--- config.mk ---
export PLATFORM = sky130hd
export DESIGN_NAME = llcg_queue
export DESIGN_NICKNAME = d
export VERILOG_FILES = /design/src/rtl/llcg_pkg.sv /design/src/rtl/llcg_queue.sv
export SDC_FILE = /design/constraint.sdc
export NUM_CORES = 1
export LEC_CHECK = 0
export BUFFER_PORTS_ARGS = -buffer_cell sky130_fd_sc_hd__buf_2
export CORE_ASPECT_RATIO = 1.25
export CORE_MARGIN = 2
export CORE_UTILIZATION = 57
export DETAILED_ROUTE_END_ITERATION = 10
export PLACE_DENSITY = 0.79
export SYNTH_ARGS = -nofsm -noshare
export SYNTH_HDL_FRONTEND = slang
export SYNTH_SLANG_ARGS = --single-unit
--- constraint.sdc ---
create_clock -name clk -period 7.7 [get_ports clk]
set_input_delay 1.925 -clock clk [delete_from_list [all_inputs] [get_ports clk]]
set_output_delay 1.925 -clock clk [all_outputs]
set_load 0.01 [all_outputs]
--- src/rtl/llcg_pkg.sv ---
// ----------------------------------------------------------------------------
// llcg_pkg
// Shared widths, constants and the word type passed from front to back.
// ----------------------------------------------------------------------------
package llcg_pkg;

  localparam int COORD_W = 32;
  localparam int DIFF_W  = 33;
  localparam int MAG_W   = 32;
  localparam int SQ_W    = 64;
  localparam int SUM_W   = 66;
  localparam int DIST_W  = 33;
  localparam int LEN_W   = 32;
  localparam int PEN_W   = 33;
  localparam int REST_W  = 17;
  localparam int NORM_W  = 18;
  localparam int QUO_W   = 17;
  localparam int FRAC_W  = 16;
  localparam int NUM_W   = 49;
  localparam int AXES    = 3;

  localparam logic [REST_W-1:0] REST_ONE = REST_W'(65536);

  localparam logic LINK_CABLE = 1'b0;
  localparam logic LINK_ROD   = 1'b1;

  localparam int QUEUE_DEPTH = 4;

  typedef struct packed {
    logic                             contact;
    logic                             flip;
    logic [AXES-1:0][DIFF_W-1:0]      d;
    logic [DIST_W-1:0]                span;
    logic [PEN_W-1:0]                 pen;
    logic [REST_W-1:0]                rest;
  } link_word_t;

endpackage

--- src/rtl/llcg_queue.sv ---
// ----------------------------------------------------------------------------
// llcg_queue
// Small queue of classified words between the front and back parts.
// ----------------------------------------------------------------------------
module llcg_queue import llcg_pkg::*; #(
  parameter int DEPTH = QUEUE_DEPTH
) (
  input  logic       clk,
  input  logic       rst_n,
  input  logic       push,
  input  link_word_t push_word,
  output logic       full,
  input  logic       pop,
  output link_word_t head_word,
  output logic       empty
);

  localparam int PTR_W = $clog2(DEPTH);
  localparam int CNT_W = $clog2(DEPTH + 1);
  localparam logic [PTR_W-1:0] LAST = PTR_W'(DEPTH - 1);
  localparam logic [CNT_W-1:0] FULL_CNT = CNT_W'(DEPTH);

  link_word_t       mem [0:DEPTH-1];
  logic [PTR_W-1:0] wr_ptr_r;
  logic [PTR_W-1:0] rd_ptr_r;
  logic [CNT_W-1:0] cnt_r;

  assign full      = cnt_r == FULL_CNT;
  assign empty     = cnt_r == '0;
  assign head_word = mem[rd_ptr_r];

  always_ff @(posedge clk) begin
    if (!rst_n) begin
      wr_ptr_r <= '0;
      rd_ptr_r <= '0;
      cnt_r    <= '0;
    end else begin
      if (push) begin
        wr_ptr_r <= (wr_ptr_r == LAST) ? '0 : wr_ptr_r + PTR_W'(1);
      end
      if (pop) begin
        rd_ptr_r <= (rd_ptr_r == LAST) ? '0 : rd_ptr_r + PTR_W'(1);
      end
      if (push && !pop) begin
        cnt_r <= cnt_r + CNT_W'(1);
      end else if (pop && !push) begin
        cnt_r <= cnt_r - CNT_W'(1);
      end
    end
  end

  always_ff @(posedge clk) begin
    if (push) begin
      mem[wr_ptr_r] <= push_word;
    end
  end

endmodule

==> metrics.md, run 1 <==
| Metric | Value |
|---|---|
| Die extent in x | 199 µm |
| Switching part of the total power | 21.3% |
| Y dimension of the die | 248 µm |
| Placement Cell Area | 29500 µm² |
| TritonRoute pass-1 iters | 5 |
| Dominant combinational cell family by area after synthesis | multiplexers |
| Top cells by count, synth | sky130_fd_sc_hd__edfxtp_1, sky130_fd_sc_hd__mux4_2, sky130_fd_sc_hd__buf_2, sky130_fd_sc_hd__buf_12, sky130_fd_sc_hd__dfxtp_1 |
| Post-synthesis to final-layout area growth | 17.3% |
| Final cell utilization of the core | 67.6% |
| Dominant register cell in the synthesized netlist | sky130_fd_sc_hd__edfxtp_1 |
| Largest net degree at the start of global routing | 155 |
| Leakage | 10.6 nW |
| Count of standard-cell rows | 89 |
| Part of the total power dissipated in combinational logic | 8.2% |
| Time the final worst path needs with I/O delays and setup | 4760 ps |
| CP Data Arrival Time | 2840 ps |
| Post-synthesis average cell area | 27.0 µm² |
| Count of placed standard cells including taps | 1987 |
| Net Count, Synth | 1200 |
| Achievable clock frequency | 0.210 GHz |
| Filler Cell Count | 2894 |
| CP Launch Type | flop |
| RR Startpoint | wr_ptr_r[0] |
| Footprint of the flip-flops and latches | 22300 µm² |
| Fraction of power consumed by sequential logic | 53.5% |
| HPWL after DPL | 30.1 mm |
| Number of setup buffers added after CTS | 0 |
| Dominant cell by count in the synthesized netlist | sky130_fd_sc_hd__edfxtp_1 |
| Maximum clock path buffer count | 3 |
| Syn. warnings | 0 |
| Total Die Area | 49400 µm² |
| Switching power total | 1.87 mW |
| Clock insertion delay at the later pin of the skew report | 590 ps |
| Worst relative slew slack | 20.8% |
| Critical-path maximum fanout | 68 |
| IO Count | 374 |
| Number of antenna violations at the first check in global routing | 23 |
| Initial standard-cell utilization of the core | 57.6% |
| Count of input and output buffers | 373 |
| Post-synthesis instance total | 1005 |
| Run status | finished, final reports clean |
| Power Dens Cells | 276 nW/µm² |
| Number of violations of the max-capacitance limit | 0 |
| Largest cells by area after synthesis | sky130_fd_sc_hd__edfxtp_1, sky130_fd_sc_hd__mux4_2, sky130_fd_sc_hd__buf_12 |
| Hold_ws | 519 ps |
| Total wire length after detailed routing | 51.5 mm |
| Hold Vio Cnt, Final | 0 |
| Hold buffer count at CTS | 0 |
| Routed via count | 12100 |
| Setup_tns | 0 ps |
| Wire per inst | 24.3 µm |
| Number of nets in the layout | 1617 |
| Design area | 31800 µm² |
| Required time worst endpoint | 5780 ps |
| Flip-flop and latch count after synthesis | 745 |
| Post-synth EDFFs | 736 |
| Max Slew Vio Count | 0 |
| Average vias per placed instance | 5.68 |
| CTS Sinks | 745 |
| Internal power component | 6.92 mW |
| Critical Setup Path Class | reg -> out |
| Clock network fraction of design power | 38.3% |
| CTS-repair resized insts | 0 |
| Proportion of netlist area held by the largest area contributor | 81.4% |
| Detailed router's first-iteration violation count | 617 |
| Count of nets left with antenna violations after detail routing | 0 |
| Final global-route overflow total | 0 |
| Fraction of the mapped netlist area in adder cells | 0.350% |
| Maximum level of the CTS H-tree | 3 |
| Count of different cell masters after synthesis | 25 |
| Final setup skew | 20.5 ps |
| Critical path endpoint category | output pin |
| Area taken by multi-input logic gates | 4420 µm² |
| TritonCTS Buffers | 70 |
| Actual slew at the worst max-slew pin | 1190 ps |
| Share of synthesized cell area in and, or, nand and nor gates | 0.332% |
| Clock slew seen by the registers of the worst setup and hold paths | 60 ps |
| Clock tree from TritonCTS | done |
| Hold path startpoint | cnt_r[2] |
| Post-synthesis cell type with the largest combined area | sky130_fd_sc_hd__edfxtp_1 |
| Dpl ws | 3490 ps |
| Post-synthesis xor/xnor area fraction | 0.0645% |
| First-pass GRT wire length | 75.5 mm |
| Overall power after layout | 8.79 mW |
| Portion of netlist area occupied by mux cells | 15.4% |
| Worst IR drop on VDD | 0.213 mV |
| Layout Cells excl Fill | 2124 |
| Class of the worst hold path | reg -> reg |
| Proportion of layout cells with a drive suffix above 1 | 46.0% |
| Combined area of all synthesized cells | 27200 µm² |
| DRC violations left | 0 |
| Unrepaired setup endpoints after global routing | false |
| Overall global routing resource usage | 20.9% |
| Final count of negative-setup-slack endpoints | 0 |
| Area of the core | 47100 µm² |
| Share of synthesized flip-flops with an asynchronous set or reset | 0% |
| Sequential area share after synthesis | 82.1% |
| Fin crit share | 61.9% |
| Fraction of the mapped netlist area in compound gates | 0.0737% |
| Routability congestion estimate | 0.716 |
| Final critical-path setup slack | 2940 ps |
| Number of global-route vias before repair | 12600 |
| Buffer type at the clock tree root | sky130_fd_sc_hd__clkbuf_16 |
worst max-delay path, cell delays in order (launching register included):
cell and delay, ps:
sky130_fd_sc_hd__dfxtp_4 710, sky130_fd_sc_hd__buf_4 830, sky130_fd_sc_hd__mux4_2 430, sky130_fd_sc_hd__buf_2 170
power by group through the flow:
stage	Sequential, mW	Combinational [mW]	Clock [mW]
5_1_grt	4.72	0.780	3.58
6_report	4.70	0.722	3.36
3_5_place_dp	4.79	0.735	0
2_1_floorplan	4.79	0.445	0
3_3_place_gp	4.78	0.725	0
4_1_cts	4.71	0.741	3.43
metal layers:
metal  routed length (µm)  track usage [%]
met1                19000             26.2
met3                 3730             6.38
met4                 1790             9.31
met5                  140                0
met2                26900             34.0
final timing paths:
path                                 endpoint  slack, ps  cells past startpoint
worst max-delay path            head_word[83]       2940                      3
worst min-delay path                 cnt_r[2]        520                      2
worst max register to register    mem[2][122]       5190                      4
worst min register to register       cnt_r[2]        520                      2
registers in the layout, summed over array words and instances, names as in the netlist, named ones only:
name      flops
mem         736
wr_ptr_r      2
cnt_r         3
rd_ptr_r      2
logic make-up (layout without fill, tap and decap cells):
kind of cell               Yosys count  count (layout)
AOI/OAI and AO/OA                    3               3
xor gates and xnor gates             2               2
adders and majority gates            7               7
buffers and inverters               45             514
DFF                                745             745
muxes                              188             188
other                                0              13
and+or+nand+nor                     15              15
final cells by class:
class	count	area share, %
clock inverter	38	1.15
sequential	745	70.0
antenna	13	0.102
clock buffer	86	5.99
multi-input combinational	215	13.9
timing repair buffer	386	6.36
tap	637	2.50
inverter	4	0.0471
placed cells by master, fill, tap and decap left out, types with 5 or more instances in the layout:
cell type / count
sky130_fd_sc_hd__buf_12: 5
sky130_fd_sc_hd__buf_2: 373
sky130_fd_sc_hd__buf_4: 8
sky130_fd_sc_hd__bufinv_16: 5
sky130_fd_sc_hd__clkbuf_1: 11
sky130_fd_sc_hd__clkbuf_16: 74
sky130_fd_sc_hd__clkinv_1: 11
sky130_fd_sc_hd__clkinv_2: 10
sky130_fd_sc_hd__clkinvlp_4: 6
sky130_fd_sc_hd__dfxtp_1: 7
sky130_fd_sc_hd__diode_2: 13
sky130_fd_sc_hd__edfxtp_1: 736
sky130_fd_sc_hd__ha_1: 6
sky130_fd_sc_hd__mux4_2: 184
sky130_fd_sc_hd__nor2b_1: 5
Note: power is estimated with default switching activity, not from simulation.
==> inputs of run 2 (changes only) <==
- CORE_UTILIZATION: 57 -> 51
- PLACE_DENSITY: 0.79 -> 0.75
- clock period: 7.7 -> 4.2 ns (I/O delays scaled with it)
==> run 2 against run 1 <==
Combinational power rose by 91%. Highest routed layer unchanged. Largest power group unchanged. Via count increased by 0.94%. Register-to-register slack got worse by 3000 ps. First-iteration DRC count rose by 44%.
==> metrics.md, run 2 (synthesized netlist as in run 1, its figures left out) <==
| Metric | Value |
|---|---|
| Clock slew seen by the registers of the worst setup and hold paths | 60 ps |
| Actual slew at the worst max-slew pin | 842 ps |
| CTS-repair resized insts | 0 |
| Fraction of power consumed by sequential logic | 54.1% |
| Total Die Area | 55100 µm² |
| Critical-path maximum fanout | 51 |
| Clock insertion delay at the later pin of the skew report | 590 ps |
| TritonRoute pass-1 iters | 5 |
| Commonest cells after routing, fill and taps aside | sky130_fd_sc_hd__edfxtp_1, sky130_fd_sc_hd__buf_2, sky130_fd_sc_hd__mux4_2, sky130_fd_sc_hd__clkbuf_16, sky130_fd_sc_hd__buf_12 |
| Proportion of layout cells with a drive suffix above 1 | 46.4% |
| Detailed router's first-iteration violation count | 886 |
| Total wire length after detailed routing | 52.3 mm |
| Die extent in x | 210 µm |
| Leakage | 10.7 nW |
| Part of the total power dissipated in combinational logic | 8.7% |
| Fin crit share | 80.1% |
| Cell family with the largest share of critical-path delay | multiplexers |
| Switching power total | 3.41 mW |
| Class of the worst hold path | reg -> reg |
| Top register by number of flip-flops | mem |
| Y dimension of the die | 262 µm |
| Maximum level of the CTS H-tree | 3 |
| Critical-path top delay cell | sky130_fd_sc_hd__mux4_2 |
| Routability congestion estimate | 0.736 |
| TritonCTS Buffers | 70 |
| IO Count | 374 |
| Clock network fraction of design power | 37.2% |
| Final setup skew | 19.3 ps |
| CP Launch Type | flop |
| Switching part of the total power | 21.4% |
| Routed via count | 12200 |
| Overall power after layout | 15.9 mW |
| CP Data Arrival Time | 2310 ps |
| HPWL after DPL | 32.7 mm |
| Number of antenna violations at the first check in global routing | 17 |
| Average vias per placed instance | 5.59 |
| Number of flip-flops under the largest register name | 736 |
| Number of violations of the max-capacitance limit | 0 |
| Final count of negative-setup-slack endpoints | 0 |
| Wire per inst | 24.0 µm |
| Area of the core | 52600 µm² |
| Unrepaired setup endpoints after global routing | false |
| Total buffers and inverters traversed by the critical path | 2 |
| Count of nets left with antenna violations after detail routing | 0 |
| Buffer type at the clock tree root | sky130_fd_sc_hd__clkbuf_16 |
| Initial standard-cell utilization of the core | 51.6% |
| Power Dens Cells | 496 nW/µm² |
| Maximum clock path buffer count | 3 |
| Worst relative slew slack | 43.9% |
| Count of standard-cell rows | 94 |
| DRC violations left | 0 |
| Critical path endpoint category | output pin |
| Max Slew Vio Count | 0 |
| Worst IR drop on VDD | 0.402 mV |
| Largest net degree at the start of global routing | 84 |
| Stage delay of the slowest cell on the critical path | 600 ps |
| Post-synthesis to final-layout area growth | 18.3% |
| Hold buffer count at CTS | 0 |
| Run status | finished, final reports clean |
| Achievable clock frequency | 0.297 GHz |
| Number of global-route vias before repair | 12700 |
| Overall global routing resource usage | 18.9% |
| Most frequent standard cell in the layout excluding fill and tap cells | sky130_fd_sc_hd__edfxtp_1 |
| Time the final worst path needs with I/O delays and setup | 3360 ps |
| Final global-route overflow total | 0 |
| Number of setup buffers added after CTS | 0 |
| Largest registers | mem x736, cnt_r x3 |
| Number of nets in the layout | 1638 |
| Hold Vio Cnt, Final | 0 |
| Clock tree from TritonCTS | done |
| Required time worst endpoint | 3150 ps |
| Sequence of cells on the critical path | buf_12 > mux4_2 > buf_2 |
| First-pass GRT wire length | 76.9 mm |
| Count of input and output buffers | 373 |
| Critical Setup Path Class | reg -> out |
| Setup_tns | 0 ps |
| Internal power component | 12.5 mW |
| CTS Sinks | 745 |
## run 2: final timing paths
path	start	end	slack, ps	depth (start not counted)
max	flop	head_word[138]	840	3
min	cnt_r[2]	cnt_r[2]	550	2
max reg2reg	wr_ptr_r[0]	mem[2][69]	2180	4
min reg2reg	cnt_r[2]	cnt_r[2]	550	2
## run 2: per-stage QoR
stage | utilization, % | cell area [µm²] | setup WS (ps) | instances | hold WS (ps)
after global routing | 61.1 | 32100 | 691 | 2174 | 581
after floorplan | - | 27200 | 454 | 1005 | 472
after CTS | 61.0 | 32100 | 745 | 2166 | 546
after detailed placement | 56.9 | 29900 | 1400 | 2043 | 525
final | 61.1 | 32100 | 838 | 2176 | 546
after global placement | 56.9 | 29900 | 1400 | 2043 | 489
## run 2: worst min-delay path, stage by stage, from the launching register on
cell and delay, ps:
sky130_fd_sc_hd__dfxtp_1 330, sky130_fd_sc_hd__o21ai_0 90, sky130_fd_sc_hd__a21boi_0 80
## run 2: power by group through the flow
| stage | logic [mW] | registers (mW) | clock network (mW) |
|---|---|---|---|
| after global routing | 1.49 | 8.63 | 6.34 |
| after floorplan | 0.816 | 8.76 | 0 |
| final | 1.38 | 8.61 | 5.93 |
| after global placement | 1.38 | 8.74 | 0 |
| after CTS | 1.42 | 8.61 | 6.08 |
| after detailed placement | 1.41 | 8.77 | 0 |
## run 2: cell type report
class                      count  area (µm²)
antenna                       10        25.0
clock buffer                  85        1830
clock inverter                38         327
fill                        3572       20500
inverter                       4        15.0
multi-input combinational    215        4420
sequential                   745       22300
tap                          672         841
timing repair buffer         407        2370
## run 2: routing by layer
layer / up-vias / track usage [%] / part of all wire (%)
li1: 5254 / - / -
met1: 6395 / 23.7 / 38
met2: 425 / 31.5 / 51
met3: 83 / 5.71 / 8.3
met4: 16 / 6.71 / 2.3
met5: - / 0 / 0.18
